$ cat src/sts_pkg.sv
`timescale 1ns / 1ps
`default_nettype none
// ----------------------------------------------------------------------------
// sts_pkg: shared types and constants of the script token scanner
// Token codes, scan modes, keyword table and the front-to-back job record.
// ----------------------------------------------------------------------------
package sts_pkg;

  localparam int unsigned CountBits = 16;
  localparam int unsigned MaxKwLen  = 8;
  localparam int unsigned NumKw     = 21;
  localparam logic [CountBits-1:0] CountMax = '1;

  typedef enum logic [4:0] {
    TOK_END = 5'd0, TOK_PLUS = 5'd1, TOK_MINUS = 5'd2, TOK_COMMENT = 5'd3,
    TOK_MUL = 5'd4, TOK_SLASH = 5'd5, TOK_EXP = 5'd6, TOK_EQ = 5'd7,
    TOK_ASSIGN = 5'd8, TOK_GTE = 5'd9, TOK_GT = 5'd10, TOK_LTE = 5'd11,
    TOK_LT = 5'd12, TOK_LPAREN = 5'd13, TOK_RPAREN = 5'd14, TOK_LBRACKET = 5'd15,
    TOK_RBRACKET = 5'd16, TOK_LBRACE = 5'd17, TOK_RBRACE = 5'd18, TOK_SEMI = 5'd19,
    TOK_DOT = 5'd20, TOK_COMMA = 5'd21, TOK_STRING = 5'd22, TOK_IDENT = 5'd23,
    TOK_KEYWORD = 5'd24, TOK_NUMBER = 5'd25, TOK_INVALID = 5'd26
  } tok_e;

  localparam logic [3:0] MODE_IDLE    = 4'd0;
  localparam logic [3:0] MODE_MINUS   = 4'd1;
  localparam logic [3:0] MODE_ASSIGN  = 4'd2;
  localparam logic [3:0] MODE_GT      = 4'd3;
  localparam logic [3:0] MODE_LT      = 4'd4;
  localparam logic [3:0] MODE_COMMENT = 4'd5;
  localparam logic [3:0] MODE_STRING  = 4'd6;
  localparam logic [3:0] MODE_WORD    = 4'd7;
  localparam logic [3:0] MODE_NUMBER  = 4'd8;

  // One token record.
  typedef struct packed {
    logic [4:0]           ttype;
    logic [4:0]           kw;
    logic [CountBits-1:0] line;
    logic [CountBits-1:0] col;
    logic [CountBits-1:0] len;
  } tok_t;

  // Classified byte handed from front to back: up to two records.
  typedef struct packed {
    logic [1:0] cnt;
    tok_t       t0;
    tok_t       t1;
  } job_t;

  // Keyword text, little byte first, padded with zeros.
  localparam logic [8*MaxKwLen-1:0] KwText [NumKw] = '{
    64'h0000000000646e61, 64'h0000000000646e65, 64'h0000000000006e69,
    64'h0000746165706572, 64'h0000006b61657262, 64'h00000065736c6166,
    64'h0000006c61636f6c, 64'h00006e7275746572, 64'h0000000000006f64,
    64'h0000000000726f66, 64'h00000000006c696e, 64'h000000006e656874,
    64'h0000000065736c65, 64'h6e6f6974636e7566, 64'h0000000000746f6e,
    64'h0000000065757274, 64'h0000666965736c65, 64'h0000000000006669,
    64'h000000000000726f, 64'h0000006c69746e75, 64'h000000656c696877
  };
  localparam logic [3:0] KwLen [NumKw] = '{
    4'd3, 4'd3, 4'd2, 4'd6, 4'd5, 4'd5, 4'd5, 4'd6, 4'd2, 4'd3, 4'd3,
    4'd4, 4'd4, 4'd8, 4'd3, 4'd4, 4'd6, 4'd2, 4'd2, 4'd5, 4'd5
  };

  function automatic logic [CountBits-1:0] sat_add(input logic [CountBits-1:0] a,
                                                   input logic [CountBits-1:0] b);
    logic [CountBits:0] s;
    s = {1'b0, a} + {1'b0, b};
    return s[CountBits] ? CountMax : s[CountBits-1:0];
  endfunction

endpackage
`default_nettype wire

$ cat src/sts_front.sv
`timescale 1ns / 1ps
`default_nettype none
// ----------------------------------------------------------------------------
// sts_front: byte classifier and scan state
// Tracks mode, position and keyword candidates and forms token records.
// ----------------------------------------------------------------------------
module sts_front import sts_pkg::*; (
  input  wire logic       clk_i,
  input  wire logic       rst_ni,
  input  wire logic       cfg_we_i,
  input  wire logic [3:0] cfg_data_i,
  input  wire logic       valid_i,
  input  wire logic [7:0] char_byte_i,
  input  wire logic       end_of_input_i,
  output job_t            job_o
);

  logic [3:0]            tab_q, mode_q, mode_d;
  logic [CountBits-1:0]  line_q, line_d, col_q, col_d, tline_q, tline_d;
  logic [CountBits-1:0]  tcol_q, tcol_d, len_q, len_d;
  logic [NumKw-1:0]      cand_q, cand_d;

  // Write the tab width register.
  always_ff @(posedge clk_i or negedge rst_ni) begin
    if (!rst_ni) begin
      tab_q <= 4'd4;
    end else if (cfg_we_i) begin
      tab_q <= cfg_data_i;
    end
  end

  function automatic logic is_letter(input logic [7:0] c);
    return (c >= 8'h61 && c <= 8'h7a) || (c >= 8'h41 && c <= 8'h5a);
  endfunction

  function automatic logic is_digit(input logic [7:0] c);
    return c >= 8'h30 && c <= 8'h39;
  endfunction

  // Keep candidates whose byte at pos matches.
  function automatic logic [NumKw-1:0] prune_mask(input logic [7:0] c,
                                                  input logic [CountBits-1:0] pos);
    logic [NumKw-1:0] keep;
    keep = '0;
    for (int i = 0; i < NumKw; i++) begin
      if (pos < CountBits'(KwLen[i]) &&
          KwText[i][8*pos[$clog2(MaxKwLen)-1:0] +: 8] == c) begin
        keep[i] = 1'b1;
      end
    end
    return keep;
  endfunction

  tok_t rec0, rec1;
  logic [1:0] cnt;

  always_comb begin
    logic [7:0] c;
    logic eoi, to_idle, closing, adv;
    logic [4:0] single;
    logic [NumKw-1:0] m;
    logic [4:0] kidx;
    logic kfound;
    tok_t pend, idl;
    logic idl_emit;
    c = char_byte_i;
    eoi = end_of_input_i || (c == 8'h00);
    mode_d = mode_q; line_d = line_q; col_d = col_q; tline_d = tline_q;
    tcol_d = tcol_q; len_d = len_q; cand_d = cand_q;
    rec0 = '0; rec1 = '0; cnt = 2'd0;
    to_idle = 1'b0; closing = 1'b0; adv = 1'b1;

    // Record that closes the pending token.
    m = '0;
    for (int i = 0; i < NumKw; i++) begin
      m[i] = cand_q[i] && (CountBits'(KwLen[i]) == len_q);
    end
    kidx = '0; kfound = 1'b0;
    for (int i = NumKw - 1; i >= 0; i--) begin
      if (m[i]) begin kidx = 5'(i); kfound = 1'b1; end
    end
    pend = '0;
    pend.line = tline_q; pend.col = tcol_q; pend.len = len_q;
    case (mode_q)
      MODE_MINUS:   begin pend.ttype = TOK_MINUS;  pend.len = CountBits'(1); end
      MODE_ASSIGN:  begin pend.ttype = TOK_ASSIGN; pend.len = CountBits'(1); end
      MODE_GT:      begin pend.ttype = TOK_GT;     pend.len = CountBits'(1); end
      MODE_LT:      begin pend.ttype = TOK_LT;     pend.len = CountBits'(1); end
      MODE_COMMENT: pend.ttype = TOK_COMMENT;
      MODE_STRING:  pend.ttype = TOK_STRING;
      MODE_NUMBER:  pend.ttype = TOK_NUMBER;
      MODE_WORD:    begin
        pend.ttype = kfound ? TOK_KEYWORD : TOK_IDENT;
        pend.kw = kfound ? kidx : 5'd0;
      end
      default:      pend.ttype = TOK_END;
    endcase

    // Single-byte tokens from idle.
    case (c)
      8'h2b: single = TOK_PLUS;
      8'h2a: single = TOK_MUL;
      8'h2f: single = TOK_SLASH;
      8'h5e: single = TOK_EXP;
      8'h28: single = TOK_LPAREN;
      8'h29: single = TOK_RPAREN;
      8'h5b: single = TOK_LBRACKET;
      8'h5d: single = TOK_RBRACKET;
      8'h7b: single = TOK_LBRACE;
      8'h7d: single = TOK_RBRACE;
      8'h3b: single = TOK_SEMI;
      8'h2e: single = TOK_DOT;
      8'h2c: single = TOK_COMMA;
      default: single = TOK_INVALID;
    endcase

    if (eoi) begin
      adv = 1'b0;
      if (mode_q != MODE_IDLE) begin
        rec0 = pend;
        rec1 = '0; rec1.ttype = TOK_END; rec1.line = line_q; rec1.col = col_q;
        cnt = 2'd2;
      end else begin
        rec0 = '0; rec0.ttype = TOK_END; rec0.line = line_q; rec0.col = col_q;
        cnt = 2'd1;
      end
      mode_d = MODE_IDLE;
    end else begin
      case (mode_q)
        MODE_MINUS: begin
          if (c == 8'h2d) begin mode_d = MODE_COMMENT; len_d = '0; end
          else to_idle = 1'b1;
        end
        MODE_ASSIGN, MODE_GT, MODE_LT: begin
          if (c == 8'h3d) begin
            rec0 = pend; rec0.len = CountBits'(2); cnt = 2'd1;
            rec0.ttype = (mode_q == MODE_ASSIGN) ? TOK_EQ :
                         (mode_q == MODE_GT) ? TOK_GTE : TOK_LTE;
            mode_d = MODE_IDLE;
          end else to_idle = 1'b1;
        end
        MODE_COMMENT: begin
          if (c == 8'h0a) to_idle = 1'b1;
          else len_d = sat_add(len_q, CountBits'(1));
        end
        MODE_STRING: begin
          len_d = sat_add(len_q, CountBits'(1));
          if (c == 8'h22) begin
            rec0 = pend; rec0.len = len_d; cnt = 2'd1; mode_d = MODE_IDLE;
          end
        end
        MODE_WORD: begin
          if (is_letter(c) || c == 8'h5f) begin
            cand_d = cand_q & ((len_q < CountBits'(MaxKwLen)) ?
                               prune_mask(c, len_q) : '0);
            len_d = sat_add(len_q, CountBits'(1));
          end else to_idle = 1'b1;
        end
        MODE_NUMBER: begin
          if (is_digit(c)) len_d = sat_add(len_q, CountBits'(1));
          else to_idle = 1'b1;
        end
        default: begin
          mode_d = MODE_IDLE;
          to_idle = 1'b1;
        end
      endcase
      closing = to_idle && (mode_q != MODE_IDLE);
    end

    // Idle handling of the byte, after any close.
    idl = '0; idl_emit = 1'b0;
    idl.line = line_q; idl.col = col_q; idl.len = CountBits'(1);
    if (to_idle) begin
      mode_d = MODE_IDLE;
      case (c)
        8'h20, 8'h09, 8'h0d, 8'h0a: ;
        8'h2d, 8'h3d, 8'h3e, 8'h3c, 8'h22: begin
          mode_d = (c == 8'h2d) ? MODE_MINUS : (c == 8'h3d) ? MODE_ASSIGN :
                   (c == 8'h3e) ? MODE_GT : (c == 8'h3c) ? MODE_LT : MODE_STRING;
          tline_d = line_q; tcol_d = col_q; len_d = CountBits'(1);
        end
        default: begin
          if (single != TOK_INVALID) begin
            idl.ttype = single; idl_emit = 1'b1;
          end else if (is_letter(c)) begin
            mode_d = MODE_WORD; tline_d = line_q; tcol_d = col_q;
            len_d = CountBits'(1);
            cand_d = prune_mask(c, '0);
          end else if (is_digit(c)) begin
            mode_d = MODE_NUMBER; tline_d = line_q; tcol_d = col_q;
            len_d = CountBits'(1);
          end else begin
            idl.ttype = TOK_INVALID; idl_emit = 1'b1;
          end
        end
      endcase
      if (closing) begin
        rec0 = pend;
        rec1 = idl;
        cnt = idl_emit ? 2'd2 : 2'd1;
      end else if (idl_emit) begin
        rec0 = idl; cnt = 2'd1;
      end
    end

    // Advance position.
    if (adv) begin
      if (c == 8'h0a) begin
        line_d = sat_add(line_q, CountBits'(1)); col_d = CountBits'(1);
      end else if (c == 8'h09) begin
        col_d = sat_add(col_q, CountBits'(tab_q));
      end else begin
        col_d = sat_add(col_q, CountBits'(1));
      end
    end
  end

  // Hold the scan state; advance on each transfer.
  always_ff @(posedge clk_i or negedge rst_ni) begin
    if (!rst_ni) begin
      mode_q <= MODE_IDLE; line_q <= CountBits'(1); col_q <= CountBits'(1);
      tline_q <= CountBits'(1); tcol_q <= CountBits'(1); len_q <= '0; cand_q <= '0;
    end else if (valid_i) begin
      mode_q <= mode_d; line_q <= line_d; col_q <= col_d; tline_q <= tline_d;
      tcol_q <= tcol_d; len_q <= len_d; cand_q <= cand_d;
    end
  end

  assign job_o.cnt = cnt;
  assign job_o.t0  = rec0;
  assign job_o.t1  = rec1;

endmodule
`default_nettype wire

$ cat src/sts_back.sv
`timescale 1ns / 1ps
`default_nettype none
// ----------------------------------------------------------------------------
// sts_back: job queue and result serializer
// Buffers classified jobs and hands out their records one at a time.
// ----------------------------------------------------------------------------
module sts_back import sts_pkg::*; (
  input  wire logic  clk_i,
  input  wire logic  rst_ni,
  input  wire logic  push_i,
  input  job_t       job_i,
  output logic       full_o,
  output logic       empty_o,
  input  wire logic  pop_i,
  output tok_t       tok_o,
  output logic       last_o
);

  localparam int unsigned Depth = 4;
  localparam int unsigned Aw = $clog2(Depth);

  job_t          mem_q [Depth];
  logic [Aw-1:0] wp_q, rp_q;
  logic [Aw:0]   cnt_q;
  logic          sel_q;
  logic          wr, rd;
  job_t          head;

  assign wr      = push_i && !full_o && (job_i.cnt != 2'd0);
  assign full_o  = (cnt_q == (Aw+1)'(Depth));
  assign empty_o = (cnt_q == '0);
  assign head    = mem_q[rp_q];
  assign tok_o   = sel_q ? head.t1 : head.t0;
  assign last_o  = sel_q || (head.cnt == 2'd1);
  assign rd      = pop_i && !empty_o && last_o;

  // Store jobs that carry records.
  always_ff @(posedge clk_i) begin
    if (wr) mem_q[wp_q] <= job_i;
  end

  // Advance pointers and the record select.
  always_ff @(posedge clk_i or negedge rst_ni) begin
    if (!rst_ni) begin
      wp_q <= '0; rp_q <= '0; cnt_q <= '0; sel_q <= 1'b0;
    end else begin
      if (wr) wp_q <= wp_q + 1'b1;
      if (rd) rp_q <= rp_q + 1'b1;
      cnt_q <= cnt_q + (Aw+1)'(wr) - (Aw+1)'(rd);
      if (pop_i && !empty_o) sel_q <= !last_o;
    end
  end

endmodule
`default_nettype wire

$ cat src/script_token_scanner.sv
`timescale 1ns / 1ps
`default_nettype none
// ----------------------------------------------------------------------------
// script_token_scanner: streaming tokenizer top level
// Source bytes in, token records out, both through queue-style handshakes.
// ----------------------------------------------------------------------------
// Usage:
//   Input: drive char_byte_i / end_of_input_i with push; a byte is transferred
//   when push is high and full is low. One byte per cycle is taken at full
//   rate while the job queue has room.
//   Output: while empty is low the oldest token is on the result ports; pop
//   transfers it. A byte that yields two tokens shows them on two successive
//   transfers, last_of_run_o marking the second.
//   Queueing: a token enters the job queue with the byte that closes it.
//   Throughput: one byte per cycle; the back end delivers one token per
//   cycle, so a run of two-token bytes is bounded by the four-entry job queue.
//   Stall: when pop stays low the queue fills and full rises; nothing is lost.
//   Reset: line, column at 1, scanner idle, queue empty, tab width 4. The user
//   writes tab_width via cfg_we_i / cfg_data_i only while idle; not enforced.
// ----------------------------------------------------------------------------
module script_token_scanner import sts_pkg::*; (
  input  wire logic        clk_i,
  input  wire logic        rst_ni,
  input  wire logic        cfg_we_i,
  input  wire logic [3:0]  cfg_data_i,
  input  wire logic        push,
  output logic             full,
  input  wire logic [7:0]  char_byte_i,
  input  wire logic        end_of_input_i,
  output logic             empty,
  input  wire logic        pop,
  output logic [4:0]       token_type_o,
  output logic [4:0]       keyword_index_o,
  output logic [15:0]      start_line_o,
  output logic [15:0]      start_column_o,
  output logic [15:0]      token_length_o,
  output logic             last_of_run_o
);

  job_t job;
  tok_t tok;

  sts_front u_front (
    .clk_i, .rst_ni, .cfg_we_i, .cfg_data_i,
    .valid_i(push && !full), .char_byte_i, .end_of_input_i, .job_o(job)
  );

  sts_back u_back (
    .clk_i, .rst_ni, .push_i(push), .job_i(job), .full_o(full),
    .empty_o(empty), .pop_i(pop), .tok_o(tok), .last_o(last_of_run_o)
  );

  assign token_type_o    = tok.ttype;
  assign keyword_index_o = tok.kw;
  assign start_line_o    = tok.line[15:0];
  assign start_column_o  = tok.col[15:0];
  assign token_length_o  = tok.len[15:0];

endmodule
`default_nettype wire

$ cat config.mk
export PLATFORM = sky130hd
export DESIGN_NAME = script_token_scanner
export DESIGN_NICKNAME = d
export VERILOG_FILES = /design/src/sts_pkg.sv /design/src/sts_front.sv /design/src/sts_back.sv /design/src/script_token_scanner.sv
export SDC_FILE = /design/constraint.sdc
export NUM_CORES = 1
export LEC_CHECK = 0
export BUFFER_PORTS_ARGS = -buffer_cell sky130_fd_sc_hd__buf_2
export CELL_PAD_IN_SITES_DETAIL_PLACEMENT = 0
export CELL_PAD_IN_SITES_GLOBAL_PLACEMENT = 1
export CORE_MARGIN = 8
export CORE_UTILIZATION = 46
export CTS_CLUSTER_SIZE = 12
export DETAILED_ROUTE_END_ITERATION = 8
export PLACE_DENSITY = 0.73
export SYNTH_ARGS = -nofsm -noshare
export SYNTH_HDL_FRONTEND = slang
export SYNTH_SLANG_ARGS = --single-unit
$ cat constraint.sdc
create_clock -name clk_i -period 14.65 [get_ports clk_i]
set_input_delay 2.93 -clock clk_i [delete_from_list [all_inputs] [get_ports clk_i]]
set_output_delay 2.93 -clock clk_i [all_outputs]
set_load 0.02 [all_outputs]
Word level (Yosys, flattened, before mapping)
Memories as Yosys holds them, arrays and structs flattened.
Index checks and enable logic that the tools add are counted.
Widths: inputs -> output; s select.

storage, ports and cells
  logic and storage cells = 443
  output and inout port bits = 61
  latch bits = 0
  ROM bits = 0
  input bits = 18
  memories = 1
  register bits = 117
  RAM bits = 472

operators by class
  bitwise gates (word level) = 3
  order comparisons = 12
  add/sub/neg operators = 8
  reduce and logical (&&, ||, !) cells = 72
  shift operators = 21
  multiply operators = 0
  div/mod/pow operators = 0
  eq/ne operators = 79
  mux-type cells = 235

memories
  name          words  bits a word  rd ports  clocked after memory_dff  write ports  line            source
  u_back.mem_q  4      118          1         0                         1            sts_back.sv:22  job_t mem_q [Depth];

operators by type and width
  operator                 number
  $shiftx 64x7->8 const A  21
  $mux 58                  11
  $mux 16                  22
  $eq 8x8->1               21
  $mux 21                  8
  $mux 5                   28
  $mux 1                   134
  $pmux 58 s2              1
  $eq 8x6->1 const B       14
  $eq 7x8->1 const A       13
  $pmux 16 s2              3
  $pmux 16 s5              1
  $pmux 5 s13              1
  $add 16x1->17 const B    3
  $logic_and 1x1->1        50
  $eq 3x16->1 const A      3
  $eq 8x7->1 const B       6
  $lt 16x3->1 const B      3
  $mux 4                   12
  $mux 48                  1
  $pmux 5 s8               1
  $eq 2x16->1 const A      2
  $lt 16x2->1 const B      2
  $eq 8x4->1 const B       3
  41 further kinds         66

Longest topological paths before layout
  depth in word-level cells = 31
  gate-level depth with buffers = 14
  depth with buffers taken out = 12

Modules after synthesis
From an unflattened synthesis, not the netlist that was laid out.

unflattened totals
  cells, all modules = 2039
  area total of the unflattened synthesis = 28576.2 um^2

by module, submodules not included
  module                seq. area each (um^2)  cells each  instances  area an instance (um^2)
  sts_back              14373.8                729         1          18355.1
  sts_front             2733.9                 1309        1          10207.3
  script_token_scanner  0.0                    1           1          13.8

Worst setup path after synthesis
Ideal clock, no wire load.

  kind = input -> register
  start = input char_byte_i[5]
  end = memory u_back.mem_q[0][0] in the netlist's numbering, enable pin
  data arrival time = 8.713 ns
  library setup time = 0.556 ns
  buffers on the path = 2
  stages on the path = 8
  slack = 5.381 ns
  required time = 14.094 ns
  cells stage by stage = clkbuf_1 nor4_2 and4_1 a221o_1 or3_1 buf_2 o221ai_2 nor2_1

on the way
  cells in the longest elaborated chain, start to end = 15
  elaborated cells on any way between the ends = 65
  those cells by class = order compare (6); eq/ne (24); mux (24); reduce/logical (11)

ends and longest elaborated chain
  what                                      line                        source
  from (decl)                               script_token_scanner.sv:28  input wire logic [7:0] char_byte_i,
  $ge 8x7->1 or $le 8x7->1 (tied branches)  sts_front.sv:33             return (c >= 8'h61 && c <= 8'h7a) || (c >= 8'h41 && c <= 8'h5a);
  $logic_and 1x1->1                         sts_front.sv:33
  $logic_or 1x1->1                          sts_front.sv:33
  $logic_or 1x1->1                          sts_front.sv:153            if (is_letter(c) || c == 8'h5f) begin
  $mux 1                                    sts_front.sv:153
  $pmux 1 s6                                sts_front.sv:129            case (mode_q)
  $mux 1                                    sts_front.sv:117            if (eoi) begin
  $logic_and 1x1->1                         sts_front.sv:168            closing = to_idle && (mode_q != MODE_IDLE);
  $mux 1                                    sts_front.sv:117
  $mux 2                                    sts_front.sv:198            if (closing) begin
  $mux 2 (*)                                sts_front.sv:174            if (to_idle) begin
  $reduce_bool 2->1 (*)                     sts_back.sv:29              assign wr = push_i && !full_o && (job_i.cnt != 2'd0);
  $logic_and 1x1->1 (*)                     sts_back.sv:29
  $mux 1 (*)                                sts_back.sv:39              if (wr) mem_q[wp_q] <= job_i;
  $mux 1 (implied by the code) (*)          sts_back.sv:39
  to (decl)                                 sts_back.sv:22

Mark *: on every way between the ends. The rest lies on a longest branch, timed or not. The select of a mux whose other input is x is not followed.

Worst setup path after layout
  start = input char_byte_i[1]
  end = memory u_back.mem_q[1][54] in the netlist's numbering, enable pin

The elaborated chain is that of the path after synthesis.

==> results by group <==
Worst setup path
  – Data arrival, critical path: 7.76 ns
  – Slowest stage cell on the critical path: a211oi_1
  – Critical path startpoint category: input pin
  – Critical path, cell by cell: buf_2 > buf_4 > nor4_2 > nand2_1 > a211oi_1 > or3_1 > o221ai_2 > nor2_4 > buf_4 > buf_4
  – Element type at the critical path end: flip-flop
  – CP Max Fanout: between 50 and 60
  – Delay contributed by the slowest stage of the critical path: between 0.8 and 0.9 ns
  – Critical path buffers and inverters: 4
  – Critical path type: input pin to flip-flop
  – Cell type with the highest occurrence count on the critical path: buf_4
  – Delay-heaviest family, CP: simple AND/OR/NAND/NOR gates
  – Required time of the critical path: around 15 ns

Synthesis
  – Post-Synthesis Mean Instance Area: between 10 and 15 um^2
  – Most frequent cells after synthesis: edfxtp_1, nand2_1, dfrtp_1
  – Post-Synth XOR/XNOR Area: 0.0194
  – Primary FF master, synth: edfxtp_1
  – Complex-gate fraction of the synthesized area: 0.119
  – Number of cells produced by synthesis: 1920
  – Mapped Nets: around 2000
  – Post-synth EDFFs: 392
  – Cells taking the most area after synthesis: edfxtp_1, dfrtp_1, mux4_2
  – Number of flip-flops and latches in the synthesized netlist: 509
  – Area of the mapped netlist: between 0.02 and 0.03 mm^2
  – Number of warnings reported in the yosys synthesis log: 0
  – Most frequent cell after synthesis: edfxtp_1
  – Cell accounting for the most synthesized area: edfxtp_1
  – Area share of fa/ha/maj cells after synthesis: 0.0120
  – Register area share after synthesis: 0.582
  – Post-Synth Simple-Gate Area: 0.112
  – Number of distinct standard cells referenced by the synthesized netlist: 92
  – Yosys top cell area share: 0.466
  – Largest family of logic cells by synthesized area: multiplexers
  – Mux cell area share after synthesis: 0.127
  – Share of synthesized registers carrying an async set or reset: 0.230

STA
  – Count of endpoints failing hold in the final timing report: 0
  – Maximum frequency from static timing analysis: 0.132 GHz
  – Clock skew after layout: 0.0285 ns
  – Headroom to the max-slew limit: 0.241
  – Min cycle time layout: 7.55 ns
  – Setup repair after global routing missed its margin: false
  – Worst setup slack after layout: 7.10 ns
  – Final Slew Violations: 0
  – Post-route fraction of the period consumed by the critical path: 0.515
  – Final setup vio count: 0
  – Setup total negative slack: 0 ns
  – Final worst hold slack: 0.511 ns
  – Slew at the pin closest to its max-slew limit: 1.14 ns

Route
  – Via count: 16800
  – Total wirelength of the detailed-routed design: 64500 um
  – Routed wire per std cell: 23.9 um
  – Count of nets left with antenna violations after detail routing: 0
  – Vias per inst: 6.23
  – DRC: 0
  – Drt first pass iters: 8
  – Iter 0 DRT Violations: about 1500

Floorplanning
  – I/O pin total: 79
  – Width of the die: approximately 250 um
  – Y dimension of the die: ~250 um
  – CORE AREA: 0.0547 mm^2
  – Cell row count: 86
  – Initial core utilization: 0.462
  – DIE AREA: 0.0627 mm^2

Pwr
  – Maximum vdd ir drop: 0.107 mV
  – Static leakage power: slightly below 10 nW
  – P per Cell Area: between 150 and 200 mW/mm^2

Clock tree
  – Clk pin slew, worst setup/hold paths: around 0.060 ns
  – Post-CTS sizing: 0
  – Number of sinks on the clock net: 509
  – Hold_buf cts: 0
  – Total CTS buffers: 53
  – Buffers inserted by post-CTS timing repair: 0
  – Maximum count of clock buffers along a single path: 3
  – Library cell used as clock root buffer: clkbuf_16
  – Clock insertion delay at the later pin of the skew report: around 0.6 ns
  – Clock tree from TritonCTS: yes
  – Deepest level of the CTS H-tree: 2

Global route
  – Number of global-route vias before repair: between 15000 and 20000
  – Maximum number of pins on one net before global-route repair: 75
  – Overall overflow remaining after global route: 0
  – Met3 layer usage reported by global route: 0.0320
  – First-pass GRT wire length: 101000 um
  – Number of antenna violations at the first check in global routing: 0
  – Met2 track utilization from global routing: 0.315
  – Met1 demand-to-capacity share in global routing: 0.291
  – Gr usage total: 0.203
  – GRT busiest layer: met2

Final layout
  – Layout Utilization: 0.511
  – Relative area change from synthesis to final layout: 10.7%
  – Fraction of final layout cells sized beyond drive strength 1: 0.204
  – Total Nets Final: approximately 2000
  – Count of inserted antenna diode cells: 0

Placed design
  – Place WS: between 6 and 7 ns
  – Routability Congestion: 0.914
  – Detailed placer's ending HPWL: 41500 um
  – Port bufs: 78

Outcome
  – Status: completed

Job
  – Number of maximum-capacitance constraint violations: 0

Min path
  – Hold Crit Class: flip-flop to flip-flop
report_power, final:
group	total, W	internal, W	leakage [nW]	switching, W
Sequential	0.00217	0.00196	5.20	0.000205
Combinational	0.00212	0.000821	3.88	0.00129
Clock	0.00128	0.000727	0.799	0.000549
stage by stage:
step	power, W	std cells	area, um^2
final	0.00556	2695	27900
after global routing	0.00584	2695	27900
after CTS	0.00562	2695	27900
after detailed placement	0.00433	2596	26300
after global placement	0.00429	2596	26300
after floorplan	0.00364	1920	25300
worst reg2reg max path: cells and delay by family (launching register included):
family | cells | cell delay (ns)
compound gates | 2 | 0.66
simple gates | 4 | 2.40
buf+inv | 2 | 1.21
flops | 1 | 0.59
worst paths after layout:
check                           cells past startpoint                     startpoint                       endpoint  slack (ns)
worst max register to register                      8  u_front.mode_q[3]$_DFFE_PN0P_  u_back.mem_q[1][54]$_DFFE_PP_        9.36
min in group asynchronous                           1                         rst_ni  u_front.cand_q[5]$_DFFE_PN0P_        2.48
worst max-delay path                               10                 char_byte_i[1]  u_back.mem_q[1][54]$_DFFE_PP_        7.10
max in group asynchronous                           2                         rst_ni  u_front.tcol_q[4]$_DFFE_PN0P_       10.79
worst min-delay path                                1  u_front.tcol_q[2]$_DFFE_PN0P_  u_front.tcol_q[2]$_DFFE_PN0P_        0.51
worst min register to register                      1  u_front.tcol_q[2]$_DFFE_PN0P_  u_front.tcol_q[2]$_DFFE_PN0P_        0.51
per-layer routing:
metal | vias up | wire length [um]
li1 | 7516 | -
met1 | 8581 | 29000
met2 | 588 | 29800
met3 | 105 | 3890
met5 | - | 0
met4 | 0 | 1850
state kept, by name (all words and copies together) (netlist names):
signal,cells
u_back.cnt_q,3
u_back.mem_q,392
u_back.rp_q,2
u_back.sel_q,1
u_back.wp_q,2
u_front.cand_q,21
u_front.col_q,16
u_front.len_q,16
u_front.line_q,16
u_front.mode_q,4
u_front.tab_q,4
u_front.tcol_q,16
u_front.tline_q,16
area by class of cell:
cell class / instances / area, um^2
clock buffer: 85 / 1510
fill: 4668 / 26700
inverter: 39 / 146
clock inverter: 14 / 151
multi-input combinational: 1232 / 9900
sequential: 509 / 14700
tap: 704 / 881
timing repair buffer: 112 / 648
cell families (layout without fill, tap and decap cells):
logic type | count (synthesis) | after routing
xor+xnor | 56 | 56
simple gates | 534 | 534
flops | 509 | 509
mux | 178 | 178
fa+ha+maj | 23 | 23
compound gates | 441 | 441
buf+inv | 179 | 250
layout by cell type (no fill, tap or decap), types with 23 or more instances in the layout:
master,count
mux2_2,50
o21ai_0,100
nand2_1,130
and2_1,36
mux4_2,97
nor2b_1,34
nand3_1,46
xor2_1,28
a21oi_1,82
inv_1,36
buf_2,77
buf_4,35
nor3_1,41
xnor2_1,28
dfrtp_1,109
a22o_1,57
mux2_4,28
a31oi_1,23
clkbuf_16,53
clkbuf_1,26
edfxtp_1,392
nor2_1,95
Note: power is estimated with default switching activity, not from simulation.
